==> config.mk <==
export PLATFORM = sky130hd
export DESIGN_NAME = base64_decoder_checked
export DESIGN_NICKNAME = d
export VERILOG_FILES = /design/src/hw/rtl/b64d_pkg.sv /design/src/hw/rtl/base64_decoder_checked.sv /design/src/hw/rtl/b64d_front.sv /design/src/hw/rtl/b64d_queue.sv /design/src/hw/rtl/b64d_back.sv
export SDC_FILE = /design/constraint.sdc
export NUM_CORES = 1
export LEC_CHECK = 0
export BUFFER_PORTS_ARGS = -buffer_cell sky130_fd_sc_hd__buf_4
export CAP_MARGIN = 20
export CORE_AREA = 4 4 133 135
export CTS_BUF_LIST = sky130_fd_sc_hd__clkbuf_8
export DETAILED_ROUTE_END_ITERATION = 12
export DIE_AREA = 0 0 137 139
export PLACE_DENSITY_LB_ADDON = 0.2
export SYNTH_ARGS = -nofsm -noshare
export SYNTH_HDL_FRONTEND = slang
export SYNTH_HIERARCHICAL = 1
export SYNTH_SLANG_ARGS = --single-unit
==> constraint.sdc <==
create_clock -name clock -period 3.5 [get_ports clock]
set_clock_uncertainty 0.1 [all_clocks]
set_input_delay 0.7 -clock clock [delete_from_list [all_inputs] [get_ports clock]]
set_output_delay 0.7 -clock clock [all_outputs]
set_load 0.03 [all_outputs]
==> src/hw/rtl/b64d_pkg.sv <==
// ----------------------------------------------------------------------------
// b64d_pkg: shared types and constants for the checked base64 decoder.
// Holds the word types of both channels, the result codes, the queue entry
// passed from the front end to the back end, and the alphabet lookup.
// ----------------------------------------------------------------------------
package b64d_pkg;

   // Result codes carried in the kind field.
   typedef enum logic [2:0] {
      KIND_DATA     = 3'd0,
      KIND_END_OK   = 3'd1,
      KIND_BAD_CHAR = 3'd2,
      KIND_LENGTH   = 3'd3,
      KIND_BAD_PAD  = 3'd4
   } kind_type;

   // Input word: one character or an end-of-message marker.
   typedef struct packed {
      logic [7:0] symbol;
      logic       end_marker;
   } req_type;

   // Output word: one decoded byte or one status code.
   typedef struct packed {
      logic [7:0] data_byte;
      kind_type   kind;
      logic       last;
   } rsp_type;

   // One group of results caused by a single input word.
   // The count holds 1 to 3; unused bytes are zero.
   typedef struct packed {
      logic [7:0] data0;
      logic [7:0] data1;
      logic [7:0] data2;
      logic [1:0] count;
      kind_type   kind;
   } entry_type;

   // Character codes with special meaning.
   localparam logic [7:0] PAD_CHAR     = 8'h3D;
   localparam logic [7:0] NEWLINE_CHAR = 8'h0A;

   // Default depth of the queue between front end and back end.
   localparam int QUEUE_DEPTH = 4;

   // Alphabet lookup result.
   typedef struct packed {
      logic       ok;
      logic [5:0] value;
   } sextet_type;

   // Maps a character to its 6-bit value; ok is low outside the alphabet.
   function automatic sextet_type sextet_of(input logic [7:0] c);
      sextet_type r;
      r.ok    = 1'b1;
      r.value = 6'd0;
      if (c >= 8'h41 && c <= 8'h5A) begin
         r.value = 6'(c - 8'h41);
      end else if (c >= 8'h61 && c <= 8'h7A) begin
         r.value = 6'(c - 8'h61 + 8'd26);
      end else if (c >= 8'h30 && c <= 8'h39) begin
         r.value = 6'(c - 8'h30 + 8'd52);
      end else if (c == 8'h2B) begin
         r.value = 6'd62;
      end else if (c == 8'h2F) begin
         r.value = 6'd63;
      end else begin
         r.ok = 1'b0;
      end
      return r;
   endfunction

endpackage

==> src/hw/rtl/base64_decoder_checked.sv <==
// ----------------------------------------------------------------------------
// base64_decoder_checked: base64 decoder with status results.
// Takes one input word per cycle while the result queue has room.
// Results leave one word per cycle unless stalled, so a three-byte group
// leaves as three words; the result queue absorbs the difference.
// Synchronous reset clears decode state and the queue; no clearing pass.
// ----------------------------------------------------------------------------
module base64_decoder_checked #(
   parameter int QUEUE_DEPTH = b64d_pkg::QUEUE_DEPTH
) (
   input  logic               clock,
   input  logic               reset,
   input  logic               req_valid,
   output logic               req_stall,
   input  b64d_pkg::req_type  req_data,
   output logic               rsp_valid,
   input  logic               rsp_stall,
   output b64d_pkg::rsp_type  rsp_data
);
   import b64d_pkg::*;

   logic      push;
   entry_type push_entry;
   logic      queue_full;
   logic      pop;
   logic      not_empty;
   entry_type head;

   // Front end: classification and decode state.
   b64d_front u_front (
      .clock      (clock),
      .reset      (reset),
      .req_valid  (req_valid),
      .req_stall  (req_stall),
      .req_data   (req_data),
      .push       (push),
      .push_entry (push_entry),
      .queue_full (queue_full)
   );

   // Queue of result groups.
   b64d_queue #(
      .DEPTH (QUEUE_DEPTH)
   ) u_queue (
      .clock      (clock),
      .reset      (reset),
      .push       (push),
      .push_entry (push_entry),
      .full       (queue_full),
      .pop        (pop),
      .not_empty  (not_empty),
      .head       (head)
   );

   // Back end: one result word per cycle while the output is not stalled.
   b64d_back u_back (
      .clock     (clock),
      .reset     (reset),
      .not_empty (not_empty),
      .head      (head),
      .pop       (pop),
      .rsp_valid (rsp_valid),
      .rsp_stall (rsp_stall),
      .rsp_data  (rsp_data)
   );

endmodule

==> src/hw/rtl/b64d_front.sv <==
// ----------------------------------------------------------------------------
// b64d_front: input classification and decode state.
// Accepts one word per cycle unless the queue is full, tracks the pending
// symbols of the current quantum and queues a result group when one is due.
// ----------------------------------------------------------------------------
module b64d_front (
   input  logic                 clock,
   input  logic                 reset,
   input  logic                 req_valid,
   output logic                 req_stall,
   input  b64d_pkg::req_type    req_data,
   output logic                 push,
   output b64d_pkg::entry_type  push_entry,
   input  logic                 queue_full
);
   import b64d_pkg::*;

   logic [5:0] sextet_ff [3];
   logic [5:0] sextet_in [3];
   logic [1:0] index_ff, index_in;
   logic       stopped_ff, stopped_in;
   logic       error_ff, error_in;

   logic       accept;
   sextet_type look;
   logic [7:0] b0, b1, b2;

   // Stall only when the queue has no room left.
   assign req_stall = queue_full;
   assign accept    = req_valid && !queue_full;

   assign look = sextet_of(req_data.symbol);

   // Bytes assembled from the pending symbols and the new one.
   assign b0 = {sextet_ff[0], sextet_ff[1][5:4]};
   assign b1 = {sextet_ff[1][3:0], sextet_ff[2][5:2]};
   assign b2 = {sextet_ff[2][1:0], look.value};

   // Next state and queue push for the accepted word.
   always_comb begin
      sextet_in  = sextet_ff;
      index_in   = index_ff;
      stopped_in = stopped_ff;
      error_in   = error_ff;
      push       = 1'b0;
      push_entry = '{data0: 8'd0, data1: 8'd0, data2: 8'd0, count: 2'd1,
                     kind: KIND_DATA};
      if (accept) begin
         if (req_data.end_marker) begin
            // End of message: report once unless an error already closed it.
            if (!error_ff) begin
               push = 1'b1;
               push_entry.kind = (!stopped_ff && index_ff != 2'd0) ?
                                 KIND_LENGTH : KIND_END_OK;
            end
            index_in   = 2'd0;
            stopped_in = 1'b0;
            error_in   = 1'b0;
         end else if (stopped_ff || req_data.symbol == NEWLINE_CHAR) begin
            // Ignored character.
         end else if (req_data.symbol == PAD_CHAR) begin
            stopped_in = 1'b1;
            push       = 1'b1;
            if (index_ff == 2'd2) begin
               push_entry.data0 = b0;
            end else if (index_ff == 2'd3) begin
               push_entry.data0 = b0;
               push_entry.data1 = b1;
               push_entry.count = 2'd2;
            end else begin
               error_in        = 1'b1;
               push_entry.kind = KIND_BAD_PAD;
            end
         end else if (!look.ok) begin
            stopped_in      = 1'b1;
            error_in        = 1'b1;
            push            = 1'b1;
            push_entry.kind = KIND_BAD_CHAR;
         end else if (index_ff == 2'd3) begin
            // Fourth symbol completes a quantum of three bytes.
            push             = 1'b1;
            push_entry.data0 = b0;
            push_entry.data1 = b1;
            push_entry.data2 = b2;
            push_entry.count = 2'd3;
            index_in         = 2'd0;
         end else begin
            for (int i = 0; i < 3; i++) begin
               if (index_ff == 2'(i)) begin
                  sextet_in[i] = look.value;
               end
            end
            index_in = index_ff + 2'd1;
         end
      end
   end

   // Symbol store holds payload only and needs no reset.
   always_ff @(posedge clock) begin
      sextet_ff <= sextet_in;
   end

   // Control state.
   always_ff @(posedge clock) begin
      if (reset) begin
         index_ff   <= 2'd0;
         stopped_ff <= 1'b0;
         error_ff   <= 1'b0;
      end else begin
         index_ff   <= index_in;
         stopped_ff <= stopped_in;
         error_ff   <= error_in;
      end
   end

endmodule

==> src/hw/rtl/b64d_queue.sv <==
// ----------------------------------------------------------------------------
// b64d_queue: result group queue.
// A small first-in first-out buffer between front end and back end, so the
// input keeps moving while the output works through multi-byte groups.
// ----------------------------------------------------------------------------
module b64d_queue #(
   parameter int DEPTH = b64d_pkg::QUEUE_DEPTH
) (
   input  logic                 clock,
   input  logic                 reset,
   input  logic                 push,
   input  b64d_pkg::entry_type  push_entry,
   output logic                 full,
   input  logic                 pop,
   output logic                 not_empty,
   output b64d_pkg::entry_type  head
);
   import b64d_pkg::*;

   localparam int PTR_W = (DEPTH > 1) ? $clog2(DEPTH) : 1;
   localparam int CNT_W = $clog2(DEPTH + 1);

   entry_type        slot_ff [DEPTH];
   logic [PTR_W-1:0] wr_ff, wr_in;
   logic [PTR_W-1:0] rd_ff, rd_in;
   logic [CNT_W-1:0] count_ff, count_in;

   assign full      = (count_ff == CNT_W'(DEPTH));
   assign not_empty = (count_ff != '0);
   assign head      = slot_ff[rd_ff];

   // Pointer and fill count updates.
   always_comb begin
      wr_in    = wr_ff;
      rd_in    = rd_ff;
      count_in = count_ff;
      if (push) begin
         wr_in = (wr_ff == PTR_W'(DEPTH - 1)) ? '0 : wr_ff + PTR_W'(1);
      end
      if (pop) begin
         rd_in = (rd_ff == PTR_W'(DEPTH - 1)) ? '0 : rd_ff + PTR_W'(1);
      end
      if (push && !pop) begin
         count_in = count_ff + CNT_W'(1);
      end else if (pop && !push) begin
         count_in = count_ff - CNT_W'(1);
      end
   end

   // Storage is written at the write pointer.
   always_ff @(posedge clock) begin
      if (push) begin
         slot_ff[wr_ff] <= push_entry;
      end
   end

   always_ff @(posedge clock) begin
      if (reset) begin
         wr_ff    <= '0;
         rd_ff    <= '0;
         count_ff <= '0;
      end else begin
         wr_ff    <= wr_in;
         rd_ff    <= rd_in;
         count_ff <= count_in;
      end
   end

endmodule

==> src/hw/rtl/b64d_back.sv <==
// ----------------------------------------------------------------------------
// b64d_back: result serializer.
// Walks the head group of the queue one word per cycle unless stalled and
// releases the group once its last word has been taken.
// ----------------------------------------------------------------------------
module b64d_back (
   input  logic                 clock,
   input  logic                 reset,
   input  logic                 not_empty,
   input  b64d_pkg::entry_type  head,
   output logic                 pop,
   output logic                 rsp_valid,
   input  logic                 rsp_stall,
   output b64d_pkg::rsp_type    rsp_data
);
   import b64d_pkg::*;

   logic [1:0] pos_ff, pos_in;
   logic       is_last;

   assign rsp_valid = not_empty;
   assign is_last   = (pos_ff == head.count - 2'd1);
   assign pop       = rsp_valid && !rsp_stall && is_last;

   // Select the byte for the current position within the group.
   always_comb begin
      case (pos_ff)
         2'd0:    rsp_data.data_byte = head.data0;
         2'd1:    rsp_data.data_byte = head.data1;
         default: rsp_data.data_byte = head.data2;
      endcase
      rsp_data.kind = head.kind;
      rsp_data.last = is_last;
   end

   // Position advances on each taken word and wraps at the group's end.
   always_comb begin
      pos_in = pos_ff;
      if (rsp_valid && !rsp_stall) begin
         pos_in = is_last ? 2'd0 : pos_ff + 2'd1;
      end
   end

   always_ff @(posedge clock) begin
      if (reset) begin
         pos_ff <= 2'd0;
      end else begin
         pos_ff <= pos_in;
      end
   end

endmodule

==> metrics.md, run 1 <==
| Metric | Value |
|---|---|
| Initial Util | `41.1%` |
| Number of synthesized flops with an enable pin | `134` |
| Period utilization | `92.2%` |
| Yosys Warn Count | `6` |
| DP HPWL | `8700 microns` |
| Async S/R FF share, synth | `0%` |
| Critical Path Max Stage Delay | `0.58 ns` |
| Final GP Congestion | `0.852` |
| Synth area leaders | `edfxtp_1 59%, mux4_2 9.3%, dfxtp_1 4.4%` |
| Antenna Cells | `0` |
| Largest area contributor in the netlist | `edfxtp_1` |
| Clk slew on worst S/H paths | `0.08 ns` |
| Cell class contributing the biggest share of worst-path delay | `buffers and inverters` |
| Place WS | `0.101 ns` |
| Initial antenna violation count | `0` |
| Compound-Gate Fraction of Synth Area | `6.33%` |
| Required time of the critical path | `2.70 ns` |
| RSZ-0062 raised after global routing | `false` |
| Final wirelength | `13,300 microns` |
| Hold_buf cts | `0` |
| Leak pwr | `2.71 nW` |
| CTS Root Cell | `clkbuf_8` |
| Slowest cell on crit path | `mux4_2` |
| Syn nets | `466` |
| Total Nets Final | `512` |
| CTS buffer count | `17` |
| Sequential share of power | `46.9%` |
| Setup_tns | `0 ns` |
| Synth Area in XOR/XNOR | `1.27%` |
| Seq/Total Area, Yosys | `63.8%` |
| H-tree level count | `4` |
| Max Cap Viol | `0` |
| Maximum fanout along the worst path | `27` |
| Critical path data arrival time | `2.43 ns` |
| Total grt overflow | `0` |
| Post-CTS Setup Bufs | `0` |
| Layout area overhead | `13.1%` |
| Die width | `137 microns` |
| Layout Utilization | `46.6%` |
| Post-Synth Simple-Gate Area | `10.5%` |
| Buf/Inv on CP | `2` |
| Clk buf depth | `2` |
| Hold Slack | `0.415 ns` |
| Layout cells sized above 1 | `25.8%` |
| Kind of critical path | `register to primary output` |
| Die area | `19,000 sq um` |
| Core area | `16,500 sq um` |
| Yosys cell types | `71` |
| Largest net degree at the start of global routing | `30` |
| Final ANT Viol Nets | `0` |
| Rows | `47` |
| Synth cell count leaders | `134 x edfxtp_1, 30 x nand2_1, 28 x mux4_2` |
| Clk network pwr share | `29.3%` |
| Post-synthesis adder-cell area fraction | `4.54%` |
| Power Internal | `3.17 mW` |
| Final Hold Viols | `0` |
| Routing usage on met2 | `23.5%` |
| Slew HR | `50.7%` |
| Fin. max-slew vios | `0` |
| Slew @ Worst Pin | `0.738 ns` |
| Met3 usage | `3.59%` |
| Power Density | `588 nW/um^2` |
| Most common cell in the netlist | `edfxtp_1` |
| Vias in the first global route | `3,764` |
| Setup WS post-layout | `0.271 ns` |
| # setup viols final | `0` |
| TritonCTS Sinks | `149` |
| # fillers | `1,468` |
| Mean area per synthesized cell | `15.8 sq um` |
| Sw Pwr | `1.34 mW` |
| Resized Gates After CTS | `0` |
| Cell Area, Synth | `6780 sq um` |
| Share of the synthesized area in the top cell type | `59.4%` |
| DRT Pass-1 Iters | `5` |
| First-iteration detailed-routing DRC count | `212` |
| CTS tree | `done` |
| Vias | `3,714` |
| Comb power frac | `23.8%` |
| Multiplexer share of the synthesized area | `10.7%` |
| Cell mode on critical path | `buf_4` |
| Gr busiest metal | `met2` |
| Port Buf Inserts | `26` |
| Crit path cell chain | `buf_4 > mux4_2 > a22oi_1 > nand2_1 > buf_4` |
| Gr usage total | `14.8%` |
| Hold Path Class | `register to register` |
| CP Launch Type | `register` |
| I/O pins | `27` |
| Grt met1 use | `20.4%` |
| Gate Count Post-Synth | `429` |
| Fin crit period | `3.23 ns` |
| Prevailing post-synth register cell | `edfxtp_1` |
| Drt via density | `5.25` |
| Routed len/inst | `18.8 microns` |
| Crit path capture type | `primary output` |
| Die H | `139 microns` |
| VDD IR max | `0.250 mV` |
| FMAX | `0.310 GHz` |
| Largest family of logic cells by synthesized area | `multiplexers` |
| First-pass GRT wire length | `21,200 microns` |
| Status | `finished, final reports clean` |
| # DRC | `0` |
| Synth Register Bits | `149` |
| Clock Latency Late Sink | `0.44 ns` |
| Sw frac | `29.7%` |
## per-layer routing
layer  vias up  routed length, microns
met3         4                     401
met1      1884                    6110
met2        69                    6760
met5         -                       0
li1       1757                       -
met4         0                      61
## final timing paths
| check | start | to | slack [ns] | depth (start not counted) |
|---|---|---|---|---|
| worst max register to register | register | u_queue/count_ff[2]$_SDFFE_PP0P_ | 0.54 | 11 |
| worst min register to register | u_queue/count_ff[2]$_SDFFE_PP0P_ | u_queue/count_ff[2]$_SDFFE_PP0P_ | 0.41 | 2 |
| worst min-delay path | u_queue/count_ff[2]$_SDFFE_PP0P_ | u_queue/count_ff[2]$_SDFFE_PP0P_ | 0.41 | 2 |
| worst max-delay path | register | rsp_data[7] | 0.27 | 5 |
## stage by stage
stage / cell area (sq um) / std cells / power [mW]
6_report: 7670 / 708 / 4.51
5_1_grt: 7670 / 708 / 4.75
4_1_cts: 7670 / 708 / 4.59
3_5_place_dp: 7260 / 676 / 3.26
3_3_place_gp: 7260 / 676 / 3.23
2_1_floorplan: 6780 / 429 / 2.95
## worst register-to-register path, cell delays in order, from the launching register on
cell and delay (ns):
dfxtp_2 0.37, mux4_2 0.53, xnor2_2 0.20, mux2i_2 0.31, nor2b_1 0.27, inv_1 0.12
ha_1 0.22, inv_1 0.07, fa_1 0.17, xor2_1 0.08, or3_1 0.31, a21oi_1 0.15
## state kept, by name, indices dropped and copies added, names as in the netlist, named ones only
register            flops
u_front/b2              2
u_queue/rd_ff           2
u_back/pos_ff           2
u_front/index_ff        2
u_front/error_ff        1
u_front/b1              8
u_front/b0              8
u_queue/count_ff        3
u_front/stopped_ff      1
u_queue/wr_ff           2
u_queue/slot_ff       116
## power groups by stage
| stage | combinational, mW | clock, mW | sequential (mW) |
|---|---|---|---|
| after floorplan | 0.813 | 0 | 2.14 |
| after CTS | 1.10 | 1.37 | 2.12 |
| after global routing | 1.17 | 1.46 | 2.13 |
| after global placement | 1.08 | 0 | 2.15 |
| after detailed placement | 1.10 | 0 | 2.16 |
| final | 1.07 | 1.32 | 2.12 |
## final cells by class
type | instances | area [sq um] | share of cell area, %
tap | 220 | 275 | 3.59
timing repair buffer | 46 | 345 | 4.50
clock inverter | 15 | 168 | 2.19
inverter | 16 | 60.1 | 0.783
sequential | 149 | 4330 | 56.4
clock buffer | 17 | 234 | 3.05
multi-input combinational | 245 | 2260 | 29.5
## cell families after synthesis
logic type / count (synthesis)
xor+xnor: 9
simple gates: 125
flops: 149
fa+ha+maj: 24
buf+inv: 35
compound gates: 52
mux: 35
## layout by cell type, fill, tap and decap left out, drive strengths merged, types with 8 or more instances in the layout
master and instances:
edfxtp 134, a21oi 9, ha 23, nand2 30
buf 46, nor2 16, nor3b 14, a22oi 8
dfxtp 15, and2 15, nand3 9, inv 24
mux4 29, clkbuf 17
(Power assumes the default switching activity.)
==> run 2, diff against run 1 <==
--- a/config.mk
+++ b/config.mk
@@ -12,6 +12,7 @@
 export DETAILED_ROUTE_END_ITERATION = 12
 export DIE_AREA = 0 0 137 139
 export PLACE_DENSITY_LB_ADDON = 0.2
+export SETUP_SLACK_MARGIN = 0.4
 export SYNTH_ARGS = -nofsm -noshare
 export SYNTH_HDL_FRONTEND = slang
 export SYNTH_HIERARCHICAL = 1
==> metrics.md, run 2 (same netlist as run 1, synthesis figures left out) <==
| Metric | Value |
|---|---|
| Status | `finished, final reports clean (unchanged)` |
| Antenna Cells | `0 (unchanged)` |
| Clk buf depth | `2 (unchanged)` |
| Routed len/inst | `18.9 microns (was 18.8 microns)` |
| Layout cells sized above 1 | `27.7% (was 25.8%)` |
| Sequential share of power | `47.3% (was 46.9%)` |
| Die H | `139 microns (unchanged)` |
| Drt via density | `5.18 (was 5.25)` |
| Critical path data arrival time | `3.26 ns (was 2.43 ns)` |
| Final instance area | `7670 sq um (about the same)` |
| Leak pwr | `2.69 nW (was 2.71 nW)` |
| Slew @ Worst Pin | `0.889 ns (was 0.738 ns)` |
| Maximum fanout along the worst path | `7 (was 27)` |
| I/O pins | `27 (unchanged)` |
| Power Internal | `3.17 mW (about the same)` |
| Sw frac | `29.4% (was 29.7%)` |
| Total Nets Final | `508 (was 512)` |
| Max FFs per register | `116 (unchanged)` |
| Die width | `137 microns (unchanged)` |
| Initial Util | `41.1% (unchanged)` |
| # DRC | `0 (unchanged)` |
| Largest reg by FF count | `u_queue/slot_ff (unchanged)` |
| Post-CTS Setup Bufs | `0 (unchanged)` |
| Fin. max-slew vios | `0 (unchanged)` |
| Total grt overflow | `0 (unchanged)` |
| Vias in the first global route | `3,932 (was 3,764)` |
| Final wirelength | `13,300 microns (about the same)` |
| Place WS | `0.0584 ns (was 0.101 ns)` |
| FMAX | `0.335 GHz (was 0.310 GHz)` |
| Hold Slack | `0.421 ns (was 0.415 ns)` |
| Final Hold Viols | `0 (unchanged)` |
| Dpl cell area | `7270 sq um (was 7260 sq um)` |
| Layout area overhead | `13.2% (was 13.1%)` |
| Clk slew on worst S/H paths | `0.08 ns (about the same)` |
| DP HPWL | `9120 microns (was 8700 microns)` |
| Rows | `47 (unchanged)` |
| Setup_tns | `0 ns (unchanged)` |
| First-iteration detailed-routing DRC count | `201 (was 212)` |
| Final GP Congestion | `0.848 (was 0.852)` |
| Core area | `16,500 sq um (unchanged)` |
| Gr usage total | `15.2% (was 14.8%)` |
| Period utilization | `85.3% (was 92.2%)` |
| Slew HR | `40.7% (was 50.7%)` |
| Required time of the critical path | `3.77 ns (was 2.70 ns)` |
| DRT Pass-1 Iters | `4 (was 5)` |
| Initial antenna violation count | `0 (unchanged)` |
| Hold Path Class | `register to register (unchanged)` |
| Port Buf Inserts | `26 (unchanged)` |
| RSZ-0062 raised after global routing | `true (was false)` |
| Largest net degree at the start of global routing | `30 (unchanged)` |
| H-tree level count | `4 (unchanged)` |
| Die area | `19,000 sq um (unchanged)` |
| Max Cap Viol | `0 (unchanged)` |
| Commonest non-fill, non-tap cell in the layout | `edfxtp_1 (unchanged)` |
| CTS buffer count | `17 (unchanged)` |
| Setup WS post-layout | `0.513 ns (was 0.271 ns)` |
| Final ANT Viol Nets | `0 (unchanged)` |
| Clock Latency Late Sink | `0.44 ns (about the same)` |
| CTS Root Cell | `clkbuf_8 (unchanged)` |
| VDD IR max | `0.260 mV (was 0.250 mV)` |
| CP Launch Type | `input port (was register)` |
| # fillers | `1,477 (was 1,468)` |
| Commonest cells after routing, fill and taps aside | `134 x edfxtp_1, 40 x buf_4, 30 x nand2_1, 28 x mux4_2, 20 x ha_1 (was 134 x edfxtp_1, 46 x buf_4, 30 x nand2_1, 28 x mux4_2, 23 x ha_1)` |
| Area of the multi-input gates | `2290 sq um (was 2260 sq um)` |
| Kind of critical path | `input port to register (was register to primary output)` |
| Sw Pwr | `1.32 mW (was 1.34 mW)` |
| CTS tree | `done (unchanged)` |
| Clk network pwr share | `28.4% (was 29.3%)` |
| Comb power frac | `24.3% (was 23.8%)` |
| First-pass GRT wire length | `21,800 microns (was 21,200 microns)` |
| Crit path capture type | `register (was primary output)` |
| Fin crit period | `2.99 ns (was 3.23 ns)` |
| Reg area | `4330 sq um (unchanged)` |
| Power Density | `586 nW/um^2 (was 588 nW/um^2)` |
| TritonCTS Sinks | `149 (unchanged)` |
| Vias | `3,647 (was 3,714)` |
| # setup viols final | `0 (unchanged)` |
==> run 2: through the flow <==
step | util, % | cells | total power [mW]
after floorplan | - | 429 | 2.96
after detailed placement | 44.1 | 672 | 3.27
final | 46.6 | 704 | 4.49
after global routing | 46.6 | 704 | 4.74
after global placement | 44.1 | 672 | 3.25
after CTS | 46.5 | 704 | 4.55
==> run 2: power by group through the flow <==
stage | Combinational, mW | Sequential, mW | Clock, mW
2_1_floorplan | 0.822 | 2.14 | 0
3_3_place_gp | 1.10 | 2.16 | 0
3_5_place_dp | 1.10 | 2.16 | 0
4_1_cts | 1.11 | 2.12 | 1.32
5_1_grt | 1.19 | 2.14 | 1.41
6_report | 1.09 | 2.12 | 1.28
==> run 2: path summary, 6_finish.rpt <==
check | from | to | slack, ns | cells after the start
setup / recovery | req_data[1] | u_queue/count_ff[2]$_SDFFE_PP0P_ | 0.51 | 14
hold / removal | u_queue/count_ff[2]$_SDFFE_PP0P_ | u_queue/count_ff[2]$_SDFFE_PP0P_ | 0.42 | 2
setup reg to reg | register | u_queue/count_ff[2]$_SDFFE_PP0P_ | 0.55 | 11
hold reg to reg | u_queue/count_ff[2]$_SDFFE_PP0P_ | u_queue/count_ff[2]$_SDFFE_PP0P_ | 0.42 | 2
==> run 2: layer usage <==
metal	global-route usage (%)	part of all wire, %
met4	4.41	0.42
met2	23.7	49
met5	0	0
met1	21.1	47
met3	3.96	4.1
==> run 2: timing repair <==
item                                   in CTS  in global routing
hold buffers                                0                  0
endpoints found under the hold margin       0                  0
resized for setup                           0                  4
setup endpoints to repair                   0                 10
==> run 2: cell type report <==
cell class              instances  share of cell area [%]
clock inverters                15                    2.02
well taps                     220                    3.59
multi-input cells             245                    29.9
repair buffers                 42                    4.21
inverters                      16                   0.783
clock buffers                  17                    3.05
flip-flops and latches        149                    56.4
==> run 2: critical path, cell delays in order <==
cell and delay, ns:
buf_4 0.14, inv_1 0.10, ha_1 0.23, nor2b_1 0.18, o211ai_2 0.15, o211ai_1 0.16
nand2_1 0.15, a21oi_4 0.23, ha_2 0.24, inv_1 0.05, fa_2 0.33, xor2_1 0.15
or3_1 0.30, a21oi_1 0.14
